### src/sv/rid_ie_pkg.sv
// shared types, constants and helpers for the remote id frame element filter
package rid_ie_pkg;

    // field widths fixed by the interface
    localparam int unsigned BYTE_W  = 8;
    localparam int unsigned FLEN_W  = 12;
    localparam int unsigned ADDR_W  = 48;
    localparam int unsigned NEXT_W  = 13;
    localparam int unsigned MAX_FRAME_BYTES_DEF = 4096;

    // frame layout
    localparam int unsigned NAN_ADDR_FIRST = 4;
    localparam int unsigned NAN_ADDR_LAST  = 9;
    localparam int unsigned SRC_FIRST      = 10;
    localparam int unsigned SRC_LAST       = 15;
    localparam int unsigned NAN_MIN_LEN    = 16;
    localparam int unsigned IE_START       = 36;
    localparam int unsigned IE_HDR_LEN     = 2;
    localparam int unsigned VENDOR_MIN_LEN = 3;
    localparam int unsigned PAYLOAD_SKIP   = 7;

    // byte offsets inside a vendor element
    localparam int unsigned OUI_REL_0 = 2;
    localparam int unsigned OUI_REL_1 = 3;
    localparam int unsigned OUI_REL_2 = 4;

    // byte codes
    localparam logic [BYTE_W-1:0] BEACON_CODE = 8'h80;
    localparam logic [BYTE_W-1:0] VENDOR_IE   = 8'hdd;
    localparam logic [BYTE_W-1:0] OUI_A_0     = 8'h90;
    localparam logic [BYTE_W-1:0] OUI_A_1     = 8'h3a;
    localparam logic [BYTE_W-1:0] OUI_A_2     = 8'he6;
    localparam logic [BYTE_W-1:0] OUI_B_0     = 8'hfa;
    localparam logic [BYTE_W-1:0] OUI_B_1     = 8'h0b;
    localparam logic [BYTE_W-1:0] OUI_B_2     = 8'hbc;

    // result kinds
    localparam logic KIND_NAN    = 1'b0;
    localparam logic KIND_BEACON = 1'b1;

    // input word
    typedef struct packed {
        logic [BYTE_W-1:0] frame_byte;
        logic [FLEN_W-1:0] frame_length;
        logic              is_management;
        logic              last_byte;
    } item_t;

    // result word
    typedef struct packed {
        logic              match_kind;
        logic [ADDR_W-1:0] source_address;
        logic              oui_select;
        logic [FLEN_W-1:0] payload_offset;
        logic [FLEN_W-1:0] payload_length;
    } result_t;

    // nan cluster address 51:6f:9a:01:00:00
    function automatic logic [BYTE_W-1:0] nan_cluster_byte(input logic [2:0] idx);
        logic [BYTE_W-1:0] v;
        case (idx)
            3'd0:    v = 8'h51;
            3'd1:    v = 8'h6f;
            3'd2:    v = 8'h9a;
            3'd3:    v = 8'h01;
            default: v = 8'h00;
        endcase
        return v;
    endfunction

endpackage

### src/sv/remote_id_frame_ie_filter_core.sv
// remote id frame element filter top level
//
//  channel   dir  handshake          payload
//  s_        in   s_valid/s_ready    frame byte, frame length, mgmt flag, last-byte mark
//  m_        out  m_valid/m_ready    kind, source address, oui select, offset, length
//
// one word per cycle while no result waits on a stalled m_ side
// the input register feeds one pass of compare/add logic into the result register
// reset (aresetn low at a clock edge) empties both registers and restarts frame tracking
// a stalled m_ side holds the result; the input register keeps taking words until it fills
module remote_id_frame_ie_filter_core
    import rid_ie_pkg::*;
#(
    parameter int unsigned MAX_FRAME_BYTES = MAX_FRAME_BYTES_DEF
) (
    input  logic              aclk,
    input  logic              aresetn,
    input  logic              s_valid,
    output logic              s_ready,
    input  logic [BYTE_W-1:0] s_frame_byte,
    input  logic [FLEN_W-1:0] s_frame_length,
    input  logic              s_is_management,
    input  logic              s_last_byte,
    output logic              m_valid,
    input  logic              m_ready,
    output logic              m_match_kind,
    output logic [ADDR_W-1:0] m_source_address,
    output logic              m_oui_select,
    output logic [FLEN_W-1:0] m_payload_offset,
    output logic [FLEN_W-1:0] m_payload_length
);

    item_t   s_item, item;
    result_t res, m_res;
    logic    item_valid, res_valid, advance;

    // input word packing
    assign s_item.frame_byte    = s_frame_byte;
    assign s_item.frame_length  = s_frame_length;
    assign s_item.is_management = s_is_management;
    assign s_item.last_byte     = s_last_byte;

    // held word moves on when the result register is free or being emptied
    assign advance = item_valid && (!m_valid || m_ready);

    rid_ie_in_reg u_in_reg (
        .aclk       (aclk),
        .aresetn    (aresetn),
        .s_valid    (s_valid),
        .s_ready    (s_ready),
        .s_item     (s_item),
        .advance    (advance),
        .item_valid (item_valid),
        .item       (item)
    );

    rid_ie_scan #(
        .MAX_FRAME_BYTES (MAX_FRAME_BYTES)
    ) u_scan (
        .aclk       (aclk),
        .aresetn    (aresetn),
        .item_valid (item_valid),
        .item       (item),
        .advance    (advance),
        .res_valid  (res_valid),
        .res        (res)
    );

    rid_ie_out_reg u_out_reg (
        .aclk      (aclk),
        .aresetn   (aresetn),
        .advance   (advance),
        .res_valid (res_valid),
        .res       (res),
        .m_valid   (m_valid),
        .m_ready   (m_ready),
        .m_res     (m_res)
    );

    // result word unpacking
    assign m_match_kind     = m_res.match_kind;
    assign m_source_address = m_res.source_address;
    assign m_oui_select     = m_res.oui_select;
    assign m_payload_offset = m_res.payload_offset;
    assign m_payload_length = m_res.payload_length;

endmodule

### src/sv/rid_ie_in_reg.sv
// input word register with valid/ready handshake
module rid_ie_in_reg
    import rid_ie_pkg::*;
(
    input  logic  aclk,
    input  logic  aresetn,
    input  logic  s_valid,
    output logic  s_ready,
    input  item_t s_item,
    input  logic  advance,
    output logic  item_valid,
    output item_t item
);

    logic  valid_reg;
    item_t item_reg;

    // free when empty or when the held word moves on this cycle
    assign s_ready    = !valid_reg || advance;
    assign item_valid = valid_reg;
    assign item       = item_reg;

    // valid flag
    always_ff @(posedge aclk) begin
        if (!aresetn) begin
            valid_reg <= 1'b0;
        end else if (s_ready) begin
            valid_reg <= s_valid;
        end
    end

    // payload
    always_ff @(posedge aclk) begin
        if (s_valid && s_ready) begin
            item_reg <= s_item;
        end
    end

endmodule

### src/sv/rid_ie_scan.sv
// per-frame scan state: nan address match, source capture, element walk
module rid_ie_scan
    import rid_ie_pkg::*;
#(
    parameter int unsigned MAX_FRAME_BYTES = MAX_FRAME_BYTES_DEF
) (
    input  logic    aclk,
    input  logic    aresetn,
    input  logic    item_valid,
    input  item_t   item,
    input  logic    advance,
    output logic    res_valid,
    output result_t res
);

    localparam int unsigned PW = $clog2(MAX_FRAME_BYTES);
    localparam int unsigned CW = (PW > NEXT_W) ? PW : NEXT_W;
    localparam logic [PW-1:0] POS_MAX = PW'(MAX_FRAME_BYTES - 1);

    logic [PW-1:0]     pos_reg,    pos_next;
    logic [NEXT_W-1:0] ne_reg,     ne_next;
    logic [NEXT_W-1:0] start_reg,  start_next;
    logic [BYTE_W-1:0] etype_reg,  etype_next;
    logic [BYTE_W-1:0] elen_reg,   elen_next;
    logic [1:0]        oui_reg,    oui_next;
    logic              nan_reg,    nan_next;
    logic              beacon_reg, beacon_next;
    logic              stop_reg,   stop_next;
    logic [ADDR_W-1:0] src_reg,    src_next;

    logic [CW-1:0]     p_w, flen_w, ne_w, rel, nan_idx;
    logic [NEXT_W-1:0] ne_sum, pay_off;
    logic [1:0]        oui_hit;
    logic              nan_hit;
    logic [BYTE_W-1:0] b;

    // next state and result
    always_comb begin
        pos_next    = pos_reg;
        ne_next     = ne_reg;
        start_next  = start_reg;
        etype_next  = etype_reg;
        elen_next   = elen_reg;
        oui_next    = oui_reg;
        nan_next    = nan_reg;
        beacon_next = beacon_reg;
        stop_next   = stop_reg;
        src_next    = src_reg;
        res_valid   = 1'b0;
        res         = '0;

        b       = item.frame_byte;
        p_w     = CW'(pos_reg);
        flen_w  = CW'(item.frame_length);
        ne_w    = CW'(ne_reg);
        rel     = p_w - CW'(start_reg);
        nan_idx = p_w - CW'(NAN_ADDR_FIRST);
        ne_sum  = ne_reg + NEXT_W'(b) + NEXT_W'(IE_HDR_LEN);
        pay_off = start_reg + NEXT_W'(PAYLOAD_SKIP);
        oui_hit = oui_reg;
        nan_hit = 1'b0;

        if (item_valid && (p_w < flen_w)) begin
            // frame header
            if (pos_reg == '0) begin
                beacon_next = (b == BEACON_CODE);
            end
            if (p_w >= CW'(NAN_ADDR_FIRST) && p_w <= CW'(NAN_ADDR_LAST)
                && b != nan_cluster_byte(nan_idx[2:0])) begin
                nan_next = 1'b0;
            end
            if (p_w >= CW'(SRC_FIRST) && p_w <= CW'(SRC_LAST)) begin
                src_next = {src_reg[ADDR_W-BYTE_W-1:0], b};
            end
            nan_hit = nan_next && (item.frame_length >= FLEN_W'(NAN_MIN_LEN));

            // nan candidate once the source address is complete
            if (p_w == CW'(SRC_LAST) && nan_hit && item.is_management) begin
                res_valid          = 1'b1;
                res.match_kind     = KIND_NAN;
                res.source_address = src_next;
                res.oui_select     = 1'b0;
                res.payload_offset = '0;
                res.payload_length = item.frame_length;
            end

            // information element walk
            if (beacon_reg && !nan_hit && !stop_reg && p_w >= CW'(IE_START)) begin
                if (p_w == ne_w) begin
                    etype_next = b;
                    if (ne_w + CW'(1) >= flen_w) begin
                        stop_next = 1'b1;
                    end
                end else if (p_w == ne_w + CW'(1)) begin
                    elen_next  = b;
                    start_next = ne_reg;
                    if (CW'(ne_sum) > flen_w) begin
                        stop_next = 1'b1;
                    end else begin
                        ne_next = ne_sum;
                    end
                end else if (p_w < ne_w && etype_reg == VENDOR_IE
                             && elen_reg >= BYTE_W'(VENDOR_MIN_LEN)) begin
                    case (rel)
                        CW'(OUI_REL_0): begin
                            oui_next = {b == OUI_B_0, b == OUI_A_0};
                        end
                        CW'(OUI_REL_1): begin
                            oui_next = oui_reg & {b == OUI_B_1, b == OUI_A_1};
                        end
                        CW'(OUI_REL_2): begin
                            oui_hit  = oui_reg & {b == OUI_B_2, b == OUI_A_2};
                            oui_next = oui_hit;
                            if ((|oui_hit) && CW'(pay_off) < flen_w
                                && item.is_management) begin
                                res_valid          = 1'b1;
                                res.match_kind     = KIND_BEACON;
                                res.source_address = src_reg;
                                res.oui_select     = !oui_hit[0];
                                res.payload_offset = pay_off[FLEN_W-1:0];
                                res.payload_length = item.frame_length
                                                     - pay_off[FLEN_W-1:0];
                            end
                        end
                        default: begin
                        end
                    endcase
                end
            end
        end

        // frame end or byte count
        if (item.last_byte) begin
            pos_next    = '0;
            ne_next     = NEXT_W'(IE_START);
            start_next  = '0;
            etype_next  = '0;
            elen_next   = '0;
            oui_next    = '0;
            nan_next    = 1'b1;
            beacon_next = 1'b0;
            stop_next   = 1'b0;
            src_next    = '0;
        end else if (pos_reg < POS_MAX) begin
            pos_next = pos_reg + PW'(1);
        end
    end

    // state registers, stepped once per word
    always_ff @(posedge aclk) begin
        if (!aresetn) begin
            pos_reg    <= '0;
            ne_reg     <= NEXT_W'(IE_START);
            start_reg  <= '0;
            etype_reg  <= '0;
            elen_reg   <= '0;
            oui_reg    <= '0;
            nan_reg    <= 1'b1;
            beacon_reg <= 1'b0;
            stop_reg   <= 1'b0;
            src_reg    <= '0;
        end else if (advance) begin
            pos_reg    <= pos_next;
            ne_reg     <= ne_next;
            start_reg  <= start_next;
            etype_reg  <= etype_next;
            elen_reg   <= elen_next;
            oui_reg    <= oui_next;
            nan_reg    <= nan_next;
            beacon_reg <= beacon_next;
            stop_reg   <= stop_next;
            src_reg    <= src_next;
        end
    end

endmodule

### src/sv/rid_ie_out_reg.sv
// result word register toward the output channel
module rid_ie_out_reg
    import rid_ie_pkg::*;
(
    input  logic    aclk,
    input  logic    aresetn,
    input  logic    advance,
    input  logic    res_valid,
    input  result_t res,
    output logic    m_valid,
    input  logic    m_ready,
    output result_t m_res
);

    logic    valid_reg;
    result_t res_reg;

    assign m_valid = valid_reg;
    assign m_res   = res_reg;

    // valid flag: load on advance, drop once taken
    always_ff @(posedge aclk) begin
        if (!aresetn) begin
            valid_reg <= 1'b0;
        end else if (advance) begin
            valid_reg <= res_valid;
        end else if (m_ready) begin
            valid_reg <= 1'b0;
        end
    end

    // payload
    always_ff @(posedge aclk) begin
        if (advance && res_valid) begin
            res_reg <= res;
        end
    end

endmodule

### config.mk
export PLATFORM = sky130hd
export DESIGN_NAME = remote_id_frame_ie_filter_core
export DESIGN_NICKNAME = d
export VERILOG_FILES = /design/src/sv/rid_ie_pkg.sv /design/src/sv/remote_id_frame_ie_filter_core.sv /design/src/sv/rid_ie_in_reg.sv /design/src/sv/rid_ie_scan.sv /design/src/sv/rid_ie_out_reg.sv
export SDC_FILE = /design/constraint.sdc
export NUM_CORES = 1
export LEC_CHECK = 0
export ABC_AREA = 1
export BUFFER_PORTS_ARGS = -buffer_cell sky130_fd_sc_hd__buf_2
export CORE_MARGIN = 2
export CORE_UTILIZATION = 39
export DETAILED_ROUTE_END_ITERATION = 7
export HOLD_SLACK_MARGIN = 0.02
export PLACE_DENSITY_LB_ADDON = 0.1
export SLEW_MARGIN = 20
export SYNTH_ARGS = -nofsm -noshare
export SYNTH_HDL_FRONTEND = slang
export SYNTH_SLANG_ARGS = --single-unit
### constraint.sdc
create_clock -name aclk -period 9.4 [get_ports aclk]
set_clock_uncertainty 0.2 [all_clocks]
set_input_delay 0.94 -clock aclk [delete_from_list [all_inputs] [get_ports aclk]]
set_output_delay 0.94 -clock aclk [all_outputs]
set_load 0.01 [all_outputs]
== After elaboration in Yosys (flattened, before gate mapping) ==
Index checks and enable logic that the tools add are counted.

* Flip-flop bits (word level): 205

* Add/sub/neg operators: 8
* $lt $le $gt $ge: 13
* Equality and inequality tests: 22
* Muxes and demuxes: 65
* Bitwise gates (word level): 2
* Reduce and logical (&&, ||, !) cells: 46

{| class="wikitable"
|+ Operators by type and width
! operator !! count
|-
| $mux 74 || 6
|-
| $mux 48 || 3
|-
| $mux 13 || 11
|-
| $mux 8 || 10
|-
| $mux 73 || 1
|-
| $eq 8x8->1 const B || 6
|-
| $pmux 8 s4 || 1
|-
| $eq 12x13->1 || 2
|-
| $eq 13x2->1 const B || 2
|-
| $le 12x4->1 const B || 2
|-
| $mux 1 || 24
|-
| $mux 12 || 2
|-
| $logic_and 1x1->1 || 17
|-
| $reduce_bool 2->1 || 8
|-
| $add 13x1->13 const B || 1
|-
| $add 13x2->13 const B || 1
|-
| $add 13x3->13 const B || 1
|-
| $add 13x8->13 || 1
|-
| $eq 13x3->1 const B || 1
|-
| $ge 13x12->1 || 1
|-
| $gt 13x12->1 || 1
|-
| $lt 12x13->1 || 1
|-
| $lt 13x12->1 || 1
|-
| $sub 12x13->13 || 1
|-
| 34 further kinds || 51
|}

== Depth between registers and ports, before layout ==
* Depth after elaboration: 20
* Mapped depth: 31

== Hierarchy ==
Synthesis repeated with hierarchy kept, for this count alone.

* Cell total of the unflattened synthesis: 1806
* Area total of the unflattened synthesis: 13227.7 um^2

{| class="wikitable"
|+ Modules (own cells, without submodules)
! module !! instances !! cells each !! area an instance (um^2)
|-
| rid_ie_scan || 1 || 1693 || 10229.8
|-
| rid_ie_out_reg || 1 || 81 || 2269.7
|-
| rid_ie_in_reg || 1 || 29 || 711.9
|-
| remote_id_frame_ie_filter_core || 1 || 3 || 16.3
|}

== Least setup slack after synthesis ==
OpenSTA, ideal clock, no wires.

* Kind: flip-flop to flip-flop
* From: register u_scan.start_reg[0]
* To: register u_out_reg.res_reg (netlist bit u_out_reg.m_res[0]) (enable)
* Arrival: 5.599 ns
* Data required time: 8.694 ns
* Slack: 3.094 ns
* Stages on the path, launching flop included: 23
* Path buffers: 0
* Clock period less this slack: 6.306 ns
* Path through: dfxtp_1 -> inv_1 -> ha_1 -> nand2_1 -> nand2_1 -> nor2_1 -> inv_1 -> nor2_1 -> inv_1 -> nand2_1 -> inv_1 -> ha_1 -> a21oi_1 -> nor2_1 -> a21oi_1 -> nand2_1 -> o21ai_0 -> nand2_1 -> nand2_1 -> nand4_2 -> nand2_1 -> inv_2 -> nor2_1

* Longest elaborated chain between the ends: 12
* Elaborated cells between the ends (all ways): 14
* Those cells by class: 2 x add/sub; 1 x order compare; 1 x eq/ne; 7 x mux; 3 x reduce/logical

{| class="wikitable"
|+ Ends and longest elaborated chain
! item !! RTL line !! source
|-
| from (decl) || rid_ie_scan.sv:22 || <nowiki>logic [NEXT_W-1:0] start_reg, start_next;</nowiki>
|-
| from (signal assigned) || rid_ie_scan.sv:165 || <nowiki>start_reg <= start_next;</nowiki>
|-
| $add 13x3->13 || rid_ie_scan.sv:59 || <nowiki>pay_off = start_reg + NEXT_W'(PAYLOAD_SKIP);</nowiki>
|-
| net u_scan.pay_off[0] || rid_ie_scan.sv:32 || <nowiki>logic [NEXT_W-1:0] ne_sum, pay_off;</nowiki>
|-
| $lt 13x12->1 || rid_ie_scan.sv:114 || <nowiki>if ((|oui_hit) && CW'(pay_off) < flen_w</nowiki>
|-
| $logic_and 1x1->1 || rid_ie_scan.sv:114 ||
|-
| $logic_and 1x1->1 || rid_ie_scan.sv:115 || <nowiki>&& item.is_management) begin</nowiki>
|-
| $mux 1 || rid_ie_scan.sv:114 ||
|-
| $mux 1 || rid_ie_scan.sv:104 || <nowiki>case (rel)</nowiki>
|-
| $mux 1 || rid_ie_scan.sv:102 || <nowiki>end else if (p_w < ne_w && etype_reg == VENDOR_IE</nowiki>
|-
| $mux 1 || rid_ie_scan.sv:94 || <nowiki>end else if (p_w == ne_w + CW'(1)) begin</nowiki>
|-
| $mux 1 || rid_ie_scan.sv:89 || <nowiki>if (p_w == ne_w) begin</nowiki>
|-
| $mux 1 || rid_ie_scan.sv:88 || <nowiki>if (beacon_reg && !nan_hit && !stop_reg && p_w >= CW'(IE_START)) begin</nowiki>
|-
| $mux 1 || rid_ie_scan.sv:63 || <nowiki>if (item_valid && (p_w < flen_w)) begin</nowiki>
|-
| $logic_and 1x1->1 || rid_ie_out_reg.sv:34 || <nowiki>if (advance && res_valid) begin</nowiki>
|-
| to (signal assigned) || rid_ie_out_reg.sv:35 || <nowiki>res_reg <= res;</nowiki>
|-
| to (decl) || rid_ie_out_reg.sv:16 || <nowiki>result_t res_reg;</nowiki>
|}

The timed path passes the listed nets, and every way through them passes these cells.
A chain may end at the register's enable or synchronous reset.

== Worst setup path in the final report ==
* From: register u_in_reg.item_reg (netlist bit u_in_reg.item[13])
* To: register u_out_reg.res_reg (netlist bit u_out_reg.m_res[20]) (enable)

* Longest elaborated chain between the ends: 13
* Elaborated cells between the ends (all ways): 22
* Those cells by class: 3 x order compare; 8 x mux; 11 x reduce/logical

{| class="wikitable"
|+ Ends and longest elaborated chain
! item !! RTL line !! source
|-
| from (decl) || rid_ie_in_reg.sv:16 || <nowiki>item_t item_reg;</nowiki>
|-
| from (signal assigned) || rid_ie_in_reg.sv:35 || <nowiki>item_reg <= s_item;</nowiki>
|-
| $ge 12x5->1 || rid_ie_scan.sv:75 || <nowiki>nan_hit = nan_next && (item.frame_length >= FLEN_W'(NAN_MIN_LEN));</nowiki>
|-
| $logic_and 1x1->1 || rid_ie_scan.sv:75 ||
|-
| $logic_and 1x1->1 (2 in a row) || rid_ie_scan.sv:78 || <nowiki>if (p_w == CW'(SRC_LAST) && nan_hit && item.is_management) begin</nowiki>
|-
| $mux 1 || rid_ie_scan.sv:78 ||
|-
| $mux 1 || rid_ie_scan.sv:114 ||
|-
| $mux 1 || rid_ie_scan.sv:104 ||
|-
| $mux 1 || rid_ie_scan.sv:102 ||
|-
| $mux 1 || rid_ie_scan.sv:94 ||
|-
| $mux 1 || rid_ie_scan.sv:89 ||
|-
| $mux 1 || rid_ie_scan.sv:88 ||
|-
| $mux 1 * || rid_ie_scan.sv:63 ||
|-
| $logic_and 1x1->1 * || rid_ie_out_reg.sv:34 ||
|}

Every way passes the cells marked *; elsewhere a longest branch is shown, timed or not.

==> flow_summary.yaml <==
run_status:
  outcome: "finished, final reports clean"
worst_hold_path:
  hold_path.class: "flip-flop to flip-flop"
run:
  max_cap_viol_count: 0
final_layout:
  postLayoutCellArea_um2: 14800
  regArea_um2: 5060
  largest_register_ffs: 74
  num_antenna_cells: 0
  final_common_cell: "nand2_1"
  multiInputGateArea_um2: 6910
  drive_above_1_share: 0.0958
  nNetsFinal: 1974
  final_cell_mix: "nand2_1 (385), inv_1 (229), nor2_1 (163)"
  area_growth_pct: 12.9
  final_core_util: 0.444
  fill_cells: 3466
pwr:
  p_per_area_nw_per_um2: 153
  vdd_drop_max_mv: 0.102
  p_leak_nw: 6.56
sta:
  setup_ws_ns: 4.38
  timing.fmax_ghz: 0.199
  hold_violations: 0
  setup_tns_ns: 0
  finalMaxSlewViolations: 0
  tightest_slew_ns: 0.910
  setup_violations: 0
  fin_crit_sh: 0.534
  slew_headroom: 0.394
  min_period_ns: 5.02
  rsz0062_at_grt: "false"
floorplanning:
  die_x_um: 187
  dieHeight_um: 187
  fp.dieArea_um2: 35100
  initial_core_util: 0.393
  row_count: 67
  io_pins: 102
  fp.coreArea_um2: 33400
route:
  wl_mm: 42.6
  drc: 0
  wl_per_cell_um: 18.5
  firstDrtPassIters: 7
  viasPerCell: 5.31
  drt_iter0_drc: 1050
  ant_nets: 0
  num_vias: 12200
grt:
  grt_pass1_wl_mm: 66.7
  grt_max_degree: 89
  overflow: 0
  grt_pass1_vias: 11400
  antenna_found_initial: 1
  track_usage: 0.241
logic_synthesis:
  netlist_instances: 1768
  synth_seq_area_share: 0.386
  async_flop_share: 0
  synth_fp_nets: 1902
  yosysWarnings: 0
  synth_area_leaders: "edfxtp_1 (22%), dfxtp_1 (17%), nand2_1 (11%)"
  netlist_area_um2: 13100
  syn_area_per_cell_um2: 7.42
  synth_top_area_share: 0.220
  ys_ff_latch: 205
  dominantRegCellSynth: "dfxtp_1"
  synth_edf_count: 96
  yosys.area.top_type: "edfxtp_1"
  yosysUniqueCellTypes: 46
critical_path:
  crit_family: "buffers and inverters"
  cp.arrival_ns: 4.99
  max_stage_delay_ns: 0.84
  startpoint_type: "flip-flop"
  cp-end-kind: "flip-flop"
  cp_max_fo: 46
  worstSetupPathType: "flip-flop to flip-flop"
  path_buf_inv: 4
  critPathSlowestCell: "inv_2"
  critical_path_required_ns: 9.38
  path_cells: "inv_1 -> ha_1 -> a21oi_1 -> o21ai_0 -> a21oi_1 -> nand3_1 -> inv_2 -> nand4_2 -> nand2_1 -> inv_2 -> nor2_4 -> buf_4"
place:
  dpl_cell_area_um2: 14000
  portBuffers: 101
  gp_congestion: 0.946
  place_hpwl_mm: 32.1
  place_ws_ns: 4.34
clocking:
  cts_tree: "yes"
  cts.sinks: 205
  ctsHoldBuffers: 0
  numCtsBuffers: 24
  cts_root_buf: "clkbuf_16"
  cts_setup_buffers: 0
  cts_resized: 0
  clkLatencyLatePin_ns: 0.54
  cts.clk_slew.worst_paths_ns: 0.06
  htree_levels: 1
  cts_buffer_depth: 3
## logic make-up (layout without fill, tap and decap cells)
family | after synthesis | in the layout | share of synthesized area
muxes | 1 | 1 | 0.000763
buffers and inverters | 301 | 391 | 0.0884
and+or+nand+nor | 780 | 780 | 0.257
adders and majority gates | 108 | 108 | 0.105
DFF | 205 | 205 | 0.386
AOI/OAI and AO/OA | 340 | 340 | 0.141
xor gates and xnor gates | 33 | 33 | 0.0220
## cell usage after synthesis, drive strengths merged (3+ instances only)
master / instances
a21o: 3
nor3: 24
o211ai: 5
fa: 3
nor2: 171
nand4: 47
clkbuf: 48
o21ai: 130
nand3: 127
a21oi: 154
inv: 235
ha: 105
xor2: 30
nor4: 11
buf: 16
nand2: 393
xnor2: 3
a211oi: 39
dfxtp: 109
edfxtp: 96
## worst min-delay path: stages, from the launching register on
cell,delay [ns]
dfxtp_1,0.30
nand2_1,0.06
a21oi_1,0.05
## metal layers
metal,global-route usage,up-vias,share of wire
met5,0,-,0.00019
li1,-,6069,-
met3,0.0280,60,0.054
met1,0.350,5736,0.48
met2,0.382,369,0.45
met4,0.0624,2,0.024
## through the flow
stage	instances	hold slack (ns)	total power, mW
6_report	2306	0.258	2.26
5_1_grt	2306	0.280	2.36
4_1_cts	2306	0.264	2.28
3_3_place_gp	2262	0.251	1.30
2_1_floorplan	1768	0.235	1.20
3_5_place_dp	2262	0.254	1.30
## final timing paths
kind                                          from                  end  slack (ns)  cells past startpoint
worst min-delay path            u_scan.elen_reg[4]   u_scan.elen_reg[4]        0.26                      2
worst max-delay path             u_in_reg.item[13]  u_out_reg.m_res[20]        4.38                     12
worst min register to register  u_scan.elen_reg[4]   u_scan.elen_reg[4]        0.26                      2
worst max register to register   u_in_reg.item[13]  u_out_reg.m_res[20]        4.38                     12
## where the power goes
part / total (mW) / switching (mW) / leakage, nW / internal (mW)
Clock: 0.971 / 0.390 / 0.395 / 0.581
Combinational: 0.312 / 0.215 / 4.37 / 0.0976
Sequential: 0.976 / 0.0246 / 1.79 / 0.952
## layout make-up
| type | count | area share |
|---|---|---|
| Timing Repair Buffer | 110 | 0.0387 |
| Tap cell | 448 | 0.0379 |
| Inverter | 237 | 0.0601 |
| Clock inverter | 16 | 0.0134 |
| Multi-Input combinational cell | 1262 | 0.466 |
| Clock buffer | 28 | 0.0416 |
| Sequential cell | 205 | 0.342 |
(Power assumes the default switching activity.)
